===== src/hw/rtl/ctsc_pkg.sv =====
package ctsc_pkg;

  typedef struct packed {
    logic [7:0] ch;
    logic       end_of_source;
  } in_item_t;

  typedef struct packed {
    logic [5:0]         kind;
    logic signed [31:0] value;
    logic [15:0]        ident_length;
    logic [23:0]        line_number;
    logic [2:0]         error_code;
    logic               last_of_item;
  } out_item_t;

  typedef enum logic [3:0] {
    M_IDLE, M_IDENT, M_DEC, M_ZERO, M_OCT, M_HEX, M_SLASH, M_LINECMT,
    M_BLOCK, M_STAR, M_CH0, M_CHESC, M_CHCLOSE, M_STR, M_STRESC, M_OP
  } mode_t;

  localparam logic [5:0] K_END    = 6'd0;
  localparam logic [5:0] K_IDENT  = 6'd1;
  localparam logic [5:0] K_INT    = 6'd2;
  localparam logic [5:0] K_CHAR   = 6'd3;
  localparam logic [5:0] K_SCHAR  = 6'd4;
  localparam logic [5:0] K_SEND   = 6'd5;
  localparam logic [5:0] K_DIV    = 6'd6;
  localparam logic [5:0] K_ASSIGN = 6'd7;
  localparam logic [5:0] K_EQ     = 6'd8;
  localparam logic [5:0] K_PLUS   = 6'd9;
  localparam logic [5:0] K_INC    = 6'd10;
  localparam logic [5:0] K_MINUS  = 6'd11;
  localparam logic [5:0] K_DEC    = 6'd12;
  localparam logic [5:0] K_NOT    = 6'd13;
  localparam logic [5:0] K_NE     = 6'd14;
  localparam logic [5:0] K_LT     = 6'd15;
  localparam logic [5:0] K_LE     = 6'd16;
  localparam logic [5:0] K_SHL    = 6'd17;
  localparam logic [5:0] K_GT     = 6'd18;
  localparam logic [5:0] K_GE     = 6'd19;
  localparam logic [5:0] K_SHR    = 6'd20;
  localparam logic [5:0] K_OR     = 6'd21;
  localparam logic [5:0] K_LOR    = 6'd22;
  localparam logic [5:0] K_AND    = 6'd23;
  localparam logic [5:0] K_LAND   = 6'd24;
  localparam logic [5:0] K_XOR    = 6'd25;
  localparam logic [5:0] K_MOD    = 6'd26;
  localparam logic [5:0] K_MUL    = 6'd27;
  localparam logic [5:0] K_QUEST  = 6'd28;
  localparam logic [5:0] K_COMMA  = 6'd29;
  localparam logic [5:0] K_COLON  = 6'd30;
  localparam logic [5:0] K_SEMI   = 6'd31;
  localparam logic [5:0] K_LPAREN = 6'd32;
  localparam logic [5:0] K_RPAREN = 6'd33;
  localparam logic [5:0] K_LBRACK = 6'd34;
  localparam logic [5:0] K_RBRACK = 6'd35;
  localparam logic [5:0] K_LBRACE = 6'd36;
  localparam logic [5:0] K_RBRACE = 6'd37;
  localparam logic [5:0] K_ERR    = 6'd38;

  localparam logic [2:0] E_NONE       = 3'd0;
  localparam logic [2:0] E_EMPTY_HEX  = 3'd1;
  localparam logic [2:0] E_CHAR_END   = 3'd2;
  localparam logic [2:0] E_CHESC_END  = 3'd3;
  localparam logic [2:0] E_CHAR_OPEN  = 3'd4;
  localparam logic [2:0] E_STRESC_END = 3'd5;
  localparam logic [2:0] E_STR_OPEN   = 3'd6;

  localparam logic [31:0] HashMul = 32'd147;
  localparam logic [23:0] LineMax = 24'hFFFFFF;
  localparam logic [15:0] LenMax  = 16'hFFFF;

  function automatic logic [5:0] op_single(input logic [7:0] f);
    case (f)
      "=": op_single = K_ASSIGN;
      "+": op_single = K_PLUS;
      "-": op_single = K_MINUS;
      "!": op_single = K_NOT;
      "<": op_single = K_LT;
      ">": op_single = K_GT;
      "|": op_single = K_OR;
      default: op_single = K_AND;
    endcase
  endfunction

  function automatic logic [5:0] op_double(input logic [7:0] f, input logic [7:0] c);
    op_double = K_END;
    case (f)
      "=": if (c == "=") op_double = K_EQ;
      "+": if (c == "+") op_double = K_INC;
      "-": if (c == "-") op_double = K_DEC;
      "!": if (c == "=") op_double = K_NE;
      "<": begin
        if (c == "=") op_double = K_LE;
        else if (c == "<") op_double = K_SHL;
      end
      ">": begin
        if (c == "=") op_double = K_GE;
        else if (c == ">") op_double = K_SHR;
      end
      "|": if (c == "|") op_double = K_LOR;
      default: if (c == "&") op_double = K_LAND;
    endcase
  endfunction

  function automatic logic [5:0] single_kind(input logic [7:0] c);
    case (c)
      "^": single_kind = K_XOR;
      "%": single_kind = K_MOD;
      "*": single_kind = K_MUL;
      "?": single_kind = K_QUEST;
      ",": single_kind = K_COMMA;
      ":": single_kind = K_COLON;
      ";": single_kind = K_SEMI;
      "(": single_kind = K_LPAREN;
      ")": single_kind = K_RPAREN;
      "[": single_kind = K_LBRACK;
      "]": single_kind = K_RBRACK;
      "{": single_kind = K_LBRACE;
      "}": single_kind = K_RBRACE;
      default: single_kind = K_END;
    endcase
  endfunction

endpackage


===== src/hw/rtl/c_subset_token_scanner.sv =====
// A token is written to the result queue when the byte that completes it is accepted.
// Throughput: one byte per cycle unless stalled; a byte giving two tokens queues both.
// Tokens pass through a four-entry result queue; input stalls when it holds three or more.
// Reset (rst_n low, synchronous) empties the queue and returns the scanner to idle
// between tokens with line count one.
module c_subset_token_scanner
  import ctsc_pkg::*;
(
  input  logic      clk,
  input  logic      rst_n,
  input  logic      in_valid,
  output logic      in_stall,
  input  in_item_t  in_data,
  output logic      out_valid,
  input  logic      out_stall,
  output out_item_t out_data
);

  mode_t       mode_r, mode_nxt;
  logic [31:0] accum_r, accum_nxt;
  logic [31:0] hash_r, hash_nxt;
  logic [15:0] len_r, len_nxt;
  logic [23:0] line_r, line_nxt;
  logic        hex_r, hex_nxt;
  logic        halt_r, halt_nxt;

  out_item_t   q_mem [4];
  logic [1:0]  wr_ptr_r, rd_ptr_r;
  logic [2:0]  count_r;

  logic [7:0]  c;
  logic        accept, pop;
  logic        is_alpha, is_digit, is_oct, is_nl;
  mode_t       st_mode;
  logic [5:0]  st_kind;
  logic        do_start;
  logic        a_v, b_v;
  logic [5:0]  a_k, b_k;
  logic [31:0] a_val, b_val;
  logic [15:0] a_len;
  logic [2:0]  a_err;
  logic [5:0]  dk;
  out_item_t   ra, rb;

  assign c        = in_data.ch;
  assign in_stall = count_r > 3'd2;
  assign accept   = in_valid && !in_stall;
  assign out_valid = count_r != 3'd0;
  assign pop      = out_valid && !out_stall;
  assign out_data = q_mem[rd_ptr_r];

  assign is_alpha = (c >= "a" && c <= "z") || (c >= "A" && c <= "Z");
  assign is_digit = c >= "0" && c <= "9";
  assign is_oct   = c >= "0" && c <= "7";
  assign is_nl    = c == 8'd10;
  assign dk       = op_double(accum_r[7:0], c);

  always_comb begin
    st_kind = K_END;
    if (is_alpha || c == "_") st_mode = M_IDENT;
    else if (c == "0") st_mode = M_ZERO;
    else if (is_digit) st_mode = M_DEC;
    else if (c == "#") st_mode = M_LINECMT;
    else if (c == "/") st_mode = M_SLASH;
    else if (c == "'") st_mode = M_CH0;
    else if (c == "\"") st_mode = M_STR;
    else if (c == "=" || c == "+" || c == "-" || c == "!" || c == "<" ||
             c == ">" || c == "|" || c == "&") st_mode = M_OP;
    else begin
      st_mode = M_IDLE;
      st_kind = single_kind(c);
    end
  end

  always_comb begin
    mode_nxt  = mode_r;
    accum_nxt = accum_r;
    hash_nxt  = hash_r;
    len_nxt   = len_r;
    line_nxt  = line_r;
    hex_nxt   = hex_r;
    halt_nxt  = halt_r;
    a_v = 1'b0; a_k = K_END; a_val = '0; a_len = '0; a_err = E_NONE;
    b_v = 1'b0; b_k = K_END; b_val = '0;
    do_start = 1'b0;
    if (in_data.end_of_source) begin
      if (!halt_r) begin
        case (mode_r)
          M_IDENT: begin a_v = 1'b1; a_k = K_IDENT; a_val = hash_r; a_len = len_r; end
          M_DEC, M_ZERO, M_OCT: begin a_v = 1'b1; a_k = K_INT; a_val = accum_r; end
          M_HEX: begin
            a_v = 1'b1;
            if (hex_r) begin a_k = K_INT; a_val = accum_r; end
            else begin a_k = K_ERR; a_err = E_EMPTY_HEX; end
          end
          M_SLASH:   begin a_v = 1'b1; a_k = K_DIV; end
          M_OP:      begin a_v = 1'b1; a_k = op_single(accum_r[7:0]); end
          M_CH0:     begin a_v = 1'b1; a_k = K_ERR; a_err = E_CHAR_END; end
          M_CHESC:   begin a_v = 1'b1; a_k = K_ERR; a_err = E_CHESC_END; end
          M_CHCLOSE: begin a_v = 1'b1; a_k = K_ERR; a_err = E_CHAR_OPEN; end
          M_STR:     begin a_v = 1'b1; a_k = K_ERR; a_err = E_STR_OPEN; end
          M_STRESC:  begin a_v = 1'b1; a_k = K_ERR; a_err = E_STRESC_END; end
          default: ;
        endcase
      end
      b_v = 1'b1;
      b_k = K_END;
      mode_nxt = M_IDLE; accum_nxt = '0; hash_nxt = '0; len_nxt = '0;
      line_nxt = 24'd1; hex_nxt = 1'b0; halt_nxt = 1'b0;
    end else if (!halt_r) begin
      case (mode_r)
        M_IDENT: begin
          if (is_alpha || is_digit || c == "_") begin
            hash_nxt = hash_r * HashMul + {24'd0, c};
            if (len_r < LenMax) len_nxt = len_r + 16'd1;
          end else begin
            a_v = 1'b1; a_k = K_IDENT; a_val = hash_r; a_len = len_r; do_start = 1'b1;
          end
        end
        M_DEC: begin
          if (is_digit) accum_nxt = (accum_r << 3) + (accum_r << 1) + {28'd0, c[3:0]};
          else begin a_v = 1'b1; a_k = K_INT; a_val = accum_r; do_start = 1'b1; end
        end
        M_ZERO: begin
          if (c == "x" || c == "X") begin mode_nxt = M_HEX; hex_nxt = 1'b0; end
          else if (is_oct) begin accum_nxt = {29'd0, c[2:0]}; mode_nxt = M_OCT; end
          else begin a_v = 1'b1; a_k = K_INT; a_val = accum_r; do_start = 1'b1; end
        end
        M_OCT: begin
          if (is_oct) accum_nxt = {accum_r[28:0], c[2:0]};
          else begin a_v = 1'b1; a_k = K_INT; a_val = accum_r; do_start = 1'b1; end
        end
        M_HEX: begin
          if (is_digit || is_alpha) begin
            hex_nxt = 1'b1;
            accum_nxt = {accum_r[27:0], 4'd0} + {28'd0, c[3:0]}
                        + ((c >= "A") ? 32'd9 : 32'd0);
          end else if (!hex_r) begin
            a_v = 1'b1; a_k = K_ERR; a_err = E_EMPTY_HEX;
            halt_nxt = 1'b1; mode_nxt = M_IDLE;
          end else begin
            a_v = 1'b1; a_k = K_INT; a_val = accum_r; do_start = 1'b1;
          end
        end
        M_SLASH: begin
          if (c == "/") mode_nxt = M_LINECMT;
          else if (c == "*") mode_nxt = M_BLOCK;
          else begin a_v = 1'b1; a_k = K_DIV; do_start = 1'b1; end
        end
        M_LINECMT: if (is_nl) mode_nxt = M_IDLE;
        M_BLOCK:   if (c == "*") mode_nxt = M_STAR;
        M_STAR: begin
          if (c == "/") mode_nxt = M_IDLE;
          else if (c != "*") mode_nxt = M_BLOCK;
        end
        M_CH0: begin
          if (c == "\\") mode_nxt = M_CHESC;
          else begin accum_nxt = {24'd0, c}; mode_nxt = M_CHCLOSE; end
        end
        M_CHESC: begin
          if (c == "n") accum_nxt = 32'd10;
          else if (c == "0") accum_nxt = 32'd0;
          else accum_nxt = {24'd0, c};
          mode_nxt = M_CHCLOSE;
        end
        M_CHCLOSE: begin
          a_v = 1'b1;
          if (c == "'") begin a_k = K_CHAR; a_val = accum_r; mode_nxt = M_IDLE; end
          else begin
            a_k = K_ERR; a_err = E_CHAR_OPEN; halt_nxt = 1'b1; mode_nxt = M_IDLE;
          end
        end
        M_STR: begin
          if (c == "\"") begin a_v = 1'b1; a_k = K_SEND; mode_nxt = M_IDLE; end
          else if (c == "\\") mode_nxt = M_STRESC;
          else begin a_v = 1'b1; a_k = K_SCHAR; a_val = {24'd0, c}; end
        end
        M_STRESC: begin
          a_v = 1'b1; a_k = K_SCHAR;
          if (c == "n") a_val = 32'd10;
          else if (c == "t") a_val = 32'd9;
          else a_val = {24'd0, c};
          mode_nxt = M_STR;
        end
        M_OP: begin
          a_v = 1'b1;
          if (dk != K_END) begin a_k = dk; mode_nxt = M_IDLE; end
          else begin a_k = op_single(accum_r[7:0]); do_start = 1'b1; end
        end
        default: do_start = 1'b1;
      endcase
      if (do_start) begin
        mode_nxt = st_mode;
        if (st_mode == M_IDENT) begin hash_nxt = {24'd0, c}; len_nxt = 16'd1; end
        if (st_mode == M_DEC || st_mode == M_ZERO) accum_nxt = {28'd0, c[3:0]};
        if (st_mode == M_OP) accum_nxt = {24'd0, c};
        if (st_kind != K_END) begin b_v = 1'b1; b_k = st_kind; end
      end
      if (is_nl && line_r < LineMax) line_nxt = line_r + 24'd1;
    end
  end

  always_comb begin
    ra.kind = a_k; ra.value = a_val; ra.ident_length = a_len;
    ra.line_number = line_r; ra.error_code = a_err; ra.last_of_item = !b_v;
    rb.kind = b_k; rb.value = b_val; rb.ident_length = '0;
    rb.line_number = line_r; rb.error_code = E_NONE; rb.last_of_item = 1'b1;
  end

  always_ff @(posedge clk) begin
    if (!rst_n) begin
      mode_r <= M_IDLE; accum_r <= '0; hash_r <= '0; len_r <= '0;
      line_r <= 24'd1; hex_r <= 1'b0; halt_r <= 1'b0;
    end else if (accept) begin
      mode_r <= mode_nxt; accum_r <= accum_nxt; hash_r <= hash_nxt; len_r <= len_nxt;
      line_r <= line_nxt; hex_r <= hex_nxt; halt_r <= halt_nxt;
    end
  end

  always_ff @(posedge clk) begin
    if (accept) begin
      if (a_v) begin
        q_mem[wr_ptr_r] <= ra;
        if (b_v) q_mem[wr_ptr_r + 2'd1] <= rb;
      end else if (b_v) begin
        q_mem[wr_ptr_r] <= rb;
      end
    end
  end

  always_ff @(posedge clk) begin
    if (!rst_n) begin
      wr_ptr_r <= '0; rd_ptr_r <= '0; count_r <= '0;
    end else begin
      if (accept) wr_ptr_r <= wr_ptr_r + {1'b0, a_v} + {1'b0, b_v};
      if (pop) rd_ptr_r <= rd_ptr_r + 2'd1;
      count_r <= count_r + (accept ? ({2'd0, a_v} + {2'd0, b_v}) : 3'd0)
                 - {2'd0, pop};
    end
  end

endmodule


===== config.mk =====
export PLATFORM = sky130hd
export DESIGN_NAME = c_subset_token_scanner
export DESIGN_NICKNAME = d
export VERILOG_FILES = /design/src/hw/rtl/ctsc_pkg.sv /design/src/hw/rtl/c_subset_token_scanner.sv
export SDC_FILE = /design/constraint.sdc
export NUM_CORES = 1
export LEC_CHECK = 0
export BUFFER_PORTS_ARGS = -buffer_cell sky130_fd_sc_hd__clkbuf_2
export CORE_MARGIN = 2
export CORE_UTILIZATION = 30
export CTS_CLUSTER_SIZE = 24
export DETAILED_ROUTE_END_ITERATION = 16
export PLACE_DENSITY_LB_ADDON = 0.12
export SLEW_MARGIN = 5
export SYNTH_ARGS = -nofsm -noshare
export SYNTH_HDL_FRONTEND = slang
export SYNTH_SLANG_ARGS = --single-unit
export TNS_END_PERCENT = 20

===== constraint.sdc =====
create_clock -name clk -period 6.79 [get_ports clk]
set_input_delay 2.037 -clock clk [delete_from_list [all_inputs] [get_ports clk]]
set_output_delay 2.037 -clock clk [all_outputs]
set_load 0.02 [all_outputs]

; ---- Yosys cells after proc, flatten, opt, wreduce, memory -nomap -nowiden
; Memory sizes are Yosys's and may differ from the RTL's. A register that Yosys moved wholly into a read port is not among the register bits.
; Index checks and enable logic that the tools add are counted.
; Widths: inputs -> output; s select.
[totals]
ff_bits = 117
mem_bits_rw = 328
in_bits = 13
output_inout_bits = 84
mem_count = 1
[op_classes]
n_addsub = 14
mul = 1
n_lt_le_gt_ge = 10
eq_ne = 72
mux = 178
bitwise = 1
reduce_logical = 38
[mem_list]
columns = memory, depth, width, rd, rd_ports_with_merged_regs, wr, line_no
row1 = q_mem, 4, 82, 1, 1, 2, c_subset_token_scanner.sv:27  ; out_item_t q_mem [4];
[ops]
columns = operator, count
row1 = $mux 32, 27
row2 = $pmux 32 s8, 1
row3 = $eq 8x6->1 const B, 26
row4 = $mux 16, 13
row5 = $pmux 32 s6, 1
row6 = $mux 4, 29
row7 = $mux 6, 19
row8 = $eq 8x7->1 const B, 13
row9 = $add 32x4->32, 3
row10 = $pmux 32 s3, 1
row11 = $mux 82, 1
row12 = $pmux 6 s13, 1
row13 = $mux 24, 3
row14 = $pmux 6 s10, 1
row15 = $mux 8, 6
row16 = $pmux 4 s12, 1
row17 = $mux 1, 44
row18 = $pmux 6 s7, 1
row19 = $eq 4x4->1 const B, 9
row20 = $pmux 6 s6, 1
row21 = $pmux 5 s7, 1
row22 = $add 32x32->32, 1
row23 = $add 32x8->32, 1
row24 = $mul 32x8->32 const B, 1
row25 = other kinds (46), 109

; ---- Depth between registers and ports, before layout
[depth]
depth_word = 26
depth_mapped = 21
ltp_nobuf = 17

; ---- Worst setup path after synthesis
; Ideal clock, no wire load.
[synth_timing]
path_kind = in2reg
startpoint = in in_data[4] in the netlist's numbering
endpoint = mem q_mem[3][10] in the netlist's numbering (enable)
setup_ps = 403
arrival_ps = 5962
required_ps = 6387
setup_slack_ps = 425
cell_stages = 14
n_path_buf = 4
path_cell_list = buf_2 > or2_1 > o41ai_2 > a21o_2 > nand3_4 > o311ai_2 > nor2_1 > buf_2 > o21ai_0 > ha_1 > clkbuf_1 > o2111ai_1 > nand2_1 > clkbuf_1
[synth_rtl]
columns = item, line_no
row1 = start: declaration, c_subset_token_scanner.sv:13  ; input in_item_t in_data,
row2 = end: declaration, c_subset_token_scanner.sv:27

; ---- Worst setup path after layout
[layout_timing]
startpoint = in in_data[5] in the netlist's numbering
endpoint = reg hash_r[30]
[layout_via]
elab_chain_cells = 21
[layout_lines]
columns = item, line_no
row1 = $eq 8x6->1 (on tied branches), n/a
row2 = $logic_or 1x1->1 (5 in a row), c_subset_token_scanner.sv:67  ; else if (c == "=" || c == "+" || c == "-" || c == "!" || c == "<" ||
row3 = $logic_or 1x1->1 (2 in a row), c_subset_token_scanner.sv:68  ; c == ">" || c == "|" || c == "&") st_mode = M_OP;
row4 = $mux 4, c_subset_token_scanner.sv:67
row5 = $mux 4, c_subset_token_scanner.sv:66  ; else if (c == "\"") st_mode = M_STR;
row6 = $mux 4, c_subset_token_scanner.sv:65  ; else if (c == "'") st_mode = M_CH0;
row7 = $mux 4, c_subset_token_scanner.sv:64  ; else if (c == "/") st_mode = M_SLASH;
row8 = $mux 4, c_subset_token_scanner.sv:63  ; else if (c == "#") st_mode = M_LINECMT;
row9 = $mux 4, c_subset_token_scanner.sv:62  ; else if (is_digit) st_mode = M_DEC;
row10 = $mux 4, c_subset_token_scanner.sv:61  ; else if (c == "0") st_mode = M_ZERO;
row11 = $mux 4, c_subset_token_scanner.sv:60  ; if (is_alpha || c == "_") st_mode = M_IDENT;
row12 = $eq 4x1->1, c_subset_token_scanner.sv:194  ; if (st_mode == M_IDENT) begin hash_nxt = {24'd0, c}; len_nxt = 16'd1; end
row13 = $mux 32, c_subset_token_scanner.sv:194
row14 = $mux 32 (*), c_subset_token_scanner.sv:192  ; if (do_start) begin
row15 = $mux 32 (*), c_subset_token_scanner.sv:110  ; end else if (!halt_r) begin
row16 = $mux 32 (*), c_subset_token_scanner.sv:86  ; if (in_data.end_of_source) begin
row17 = end signal: assignment, c_subset_token_scanner.sv:215  ; mode_r <= mode_nxt; accum_r <= accum_nxt; hash_r <= hash_nxt; len_r <= len_nxt;
row18 = end: declaration, c_subset_token_scanner.sv:21  ; logic [31:0] hash_r, hash_nxt;
; Mark *: on every way between the ends. The rest lies on a longest branch, timed or not. The select of a mux whose other input is x is not followed.
; A chain may end at the register's enable or synchronous reset.

==> out/qor.yml <==
worst_setup_path:
  critical-path-top-delay-family: "compound AO/OA/AOI/OAI gates"
  setup.worst_path.class: "input port to flip-flop"
  crit_path_start_kind: "input port"
  path_max_fanout: 3
  slowest_delay_ns: 0.67
  timing.critical_path.buf_inv: 4
  worst_ep_required_time_ns: 7.29
  crit_path_frequent_cell: "sky130_fd_sc_hd__ha_1"
  crit_path_cell_trace: "clkbuf_2 > fa_1 > ha_1 > ha_1 > inv_1 > fa_1 > inv_1 > ha_1 > a21o_1 > a2111oi_0 > buf_4 > nor3_1 > o211ai_1 > a211oi_1 > o41a_1 > a31oi_1 > xor2_1 > o21ai_1"
  arrival_time_of_the_worst_setup_path_ns: 6.62
  cpMaxStageDelayCell: "sky130_fd_sc_hd__a2111oi_0"
  setup.worst_path.end_class: "flip-flop"
clock_network:
  tritoncts.num_buffers: 50
  cts.hold.buffers_added: 0
  htreeDepth: 2
  cts.path.max_buffers: 3
  clk_pin_slew_ns: 0.06
  cts_sinks: 447
  cts_setup_buffers: 0
  number_of_gates_resized_after_cts: 0
  root_buffer: "sky130_fd_sc_hd__clkbuf_16"
  tritoncts: "built"
  clk-insertion-delay-late_ns: 0.63
flow_run:
  maxCapViolCount: 0
floorplan:
  dieWidth_um: 313.5
  ioPinCount: 97
  fp.dieH_um: 313.5
  placement_rows: 113
  core_region_area_sq_um: 95010
  start_util_pct: 30.24
  design.die.area_sq_um: 98250
sta:
  timing.final.max_slew_violations: 0
  worst_margin_pin_slew_ns: 1.173
  max-slew-margin-rel_pct: 19.77
  timing.hold.ws_ns: 0.4514
  final-hold-violation-count: 0
  rsz0062_at_grt: "no"
  clock.fmax_mhz: 163.6
  setup_viol: 0
  post_route_fraction_of_the_period_consumed_by_the_critical_path_pct: 90.01
  finalSetupTns_ns: 0
  fin_worst_skew_ns: 0.02983
  min_period_ns: 6.112
logic_synthesis:
  mappedNetlistNets: 3398
  synth.avg_cell_area_sq_um: 9.140
  synthesis.instances: 3143
  synth.ff_latch_count: 447
  synth_seq_area_share_pct: 35.33
  synth-edff-count: 120
  syn_area_sq_um: 28730
  share_of_flip_flops_with_an_asynchronous_set_or_reset_pct: 0
  ys.warnings.count: 0
  synthFlopType: "sky130_fd_sc_hd__dfxtp_1"
  netlist-cell-type-count: 95
drt:
  routedWlPerCell_um: 22.62
  drt_wl_total_mm: 100.8
  dr_total_vias: 24870
  ant_nets: 0
  routed_via_count_divided_by_cell_count: 5.580
  drc: 0
  detailedRoute.firstPassIterationCount: 8
  drt_first_iter_violations: 2136
power:
  share_seq_of_total_power_pct: 39.4
  p_per_area_nw_per_um2: 273.1
  pwr-share-clk_pct: 32.4
  sw_frac_of_total_pct: 33.65
  max-vdd-ir-drop_mv: 0.2105
  p_sw_w: 0.002986
  cellInternalPower_w: 0.005888
  total_leakage_power_nw: 12.29
  power.share.combinational_pct: 28.2
finish:
  layout.cells.most_common_list: "sky130_fd_sc_hd__nand2_1, sky130_fd_sc_hd__dfxtp_1, sky130_fd_sc_hd__nor2_1"
  fin_util_pct: 34.20
  synthToLayoutAreaGrowth_pct: 13.10
  final_nets: 3406
  fill_cells: 9777
  post_route_cells_drive_above_1_share_pct: 12.85
place:
  gp_congestion: 0.8870
  post-dp-hpwl_mm: 70.24
  placement.io_buffers: 96
global_route:
  global_route.usage.total_pct: 20.14
  first_global_vias: 24650
  grt_pass1_wl_mm: 153.9
  grt_antenna_before_repair: 2
  largest_net_degree_at_the_start_of_global_routing: 62
  overflow: 0
min_path:
  hold_path_class: "flip-flop to flip-flop"
status:
  run_status: "finished clean"
## synthesized netlist by cell type, types with 8 or more instances
library cell	n	share of area (%)
sky130_fd_sc_hd__and4_1	9	0.27
sky130_fd_sc_hd__a22oi_1	89	2.3
sky130_fd_sc_hd__nor2_1	316	4.1
sky130_fd_sc_hd__nand2b_1	22	0.48
sky130_fd_sc_hd__edfxtp_1	120	13
sky130_fd_sc_hd__nor4_1	17	0.37
sky130_fd_sc_hd__nand2_1	329	4.3
sky130_fd_sc_hd__nor2b_1	29	0.63
sky130_fd_sc_hd__a311oi_1	8	0.24
sky130_fd_sc_hd__dfxtp_1	327	23
sky130_fd_sc_hd__mux4_2	82	6.4
sky130_fd_sc_hd__o22a_1	30	0.91
sky130_fd_sc_hd__o21bai_1	8	0.21
sky130_fd_sc_hd__a2111oi_0	10	0.30
sky130_fd_sc_hd__xor2_1	34	1.0
sky130_fd_sc_hd__and3_1	27	0.59
sky130_fd_sc_hd__o31ai_1	11	0.29
sky130_fd_sc_hd__a21o_1	39	1.0
sky130_fd_sc_hd__a211oi_1	130	3.4
sky130_fd_sc_hd__o21a_1	18	0.47
sky130_fd_sc_hd__or3_1	20	0.44
sky130_fd_sc_hd__nand4_1	20	0.44
sky130_fd_sc_hd__a31oi_1	18	0.39
sky130_fd_sc_hd__clkbuf_1	170	2.2
sky130_fd_sc_hd__inv_1	64	0.84
sky130_fd_sc_hd__nand3_1	72	1.3
sky130_fd_sc_hd__o21ai_0	109	1.9
sky130_fd_sc_hd__o221ai_1	8	0.24
sky130_fd_sc_hd__a21oi_1	246	4.3
sky130_fd_sc_hd__xnor2_1	65	2.0
sky130_fd_sc_hd__o211ai_1	32	0.84
sky130_fd_sc_hd__a221oi_1	17	0.52
sky130_fd_sc_hd__buf_2	43	0.75
sky130_fd_sc_hd__o22ai_1	21	0.46
sky130_fd_sc_hd__mux2i_1	10	0.35
sky130_fd_sc_hd__nor3_1	55	0.96
sky130_fd_sc_hd__o21ai_1	10	0.17
sky130_fd_sc_hd__buf_1	21	0.27
sky130_fd_sc_hd__and2_1	112	2.4
sky130_fd_sc_hd__a222oi_1	13	0.45
sky130_fd_sc_hd__fa_1	61	4.3
sky130_fd_sc_hd__ha_1	181	7.9
## worst paths after layout
path                                    from      endpoint  slack (ns)  cells after the start
worst max-delay path              in_data[5]    hash_r[30]        0.68                     18
worst min-delay path            q_mem[2][30]  q_mem[2][30]        0.45                      2
worst max register to register     hash_r[4]    hash_r[30]        1.59                     17
worst min register to register  q_mem[2][30]  q_mem[2][30]        0.45                      2
## worst register-to-register path, delay by kind of cell, from the launching register on
kind,cells,cell delay [ns]
AO/OA/AOI/OAI,7,1.99
XOR/XNOR,1,0.16
adder cells (fa/ha/maj),5,1.93
buffers and inverters,3,0.33
flip-flops,1,0.63
AND/OR/NAND/NOR,1,0.08
## registers in the layout (all words and copies together) (netlist names), named ones only
name	flops
count_r	3
len_r	16
hash_r	32
mode_r	4
q_mem	328
rd_ptr_r	2
wr_ptr_r	2
line_r	24
halt_r	1
accum_r	32
hex_r	1
## cells by family (layout without fill, tap and decap cells)
logic type / after synthesis / in the layout / synth area share [%]
adders and majority gates: 242 / 242 / 12.13
other: 0 / 2 / 0
xor gates and xnor gates: 99 / 99 / 3.018
and+or+nand+nor: 1074 / 1074 / 17.79
buffers and inverters: 304 / 351 / 4.238
AOI/OAI and AO/OA: 884 / 884 / 20.68
muxes: 93 / 93 / 6.816
DFF: 447 / 447 / 35.33
## through the flow
stage,std cells,power [W],worst slack (ns),instance area (sq um)
floorplan,3143,0.005164,0.4247,28730
global placement,4364,0.006025,0.2155,30760
detailed placement,4364,0.006087,0.2092,30760
CTS,4455,0.008994,0.8471,32480
global route,4456,0.009332,0.4037,32490
finish,4457,0.008874,0.6784,32490
## layer usage
metal	part of all wire (%)	track usage, %	vias up
li1	-	-	11620
met3	5.3	2.599	132
met5	0.014	0	-
met2	46	32.19	793
met4	2.5	5.666	2
met1	47	28.49	12330
## layout make-up
class	instances	area, sq um	share of cell area [%]
clock inverters	22	307.8	0.9474
flip-flops and latches	447	10160	31.26
well taps	1265	1583	4.872
repair buffers	195	1324	4.074
diodes	2	5.005	0.01540
clock buffers	69	1413	4.348
multi-input cells	2392	17460	53.73
inverters	65	244.0	0.7510
## power by group through the flow
| stage | Combinational [W] | Clock (W) | Sequential [W] |
|---|---|---|---|
| 6_report | 0.00250 | 0.00288 | 0.00350 |
| 5_1_grt | 0.00271 | 0.00306 | 0.00356 |
| 4_1_cts | 0.00254 | 0.00296 | 0.00350 |
| 3_5_place_dp | 0.00253 | 0 | 0.00356 |
| 3_3_place_gp | 0.00250 | 0 | 0.00352 |
| 2_1_floorplan | 0.00179 | 0 | 0.00337 |
No activity file was read; power rests on OpenSTA's default activity.
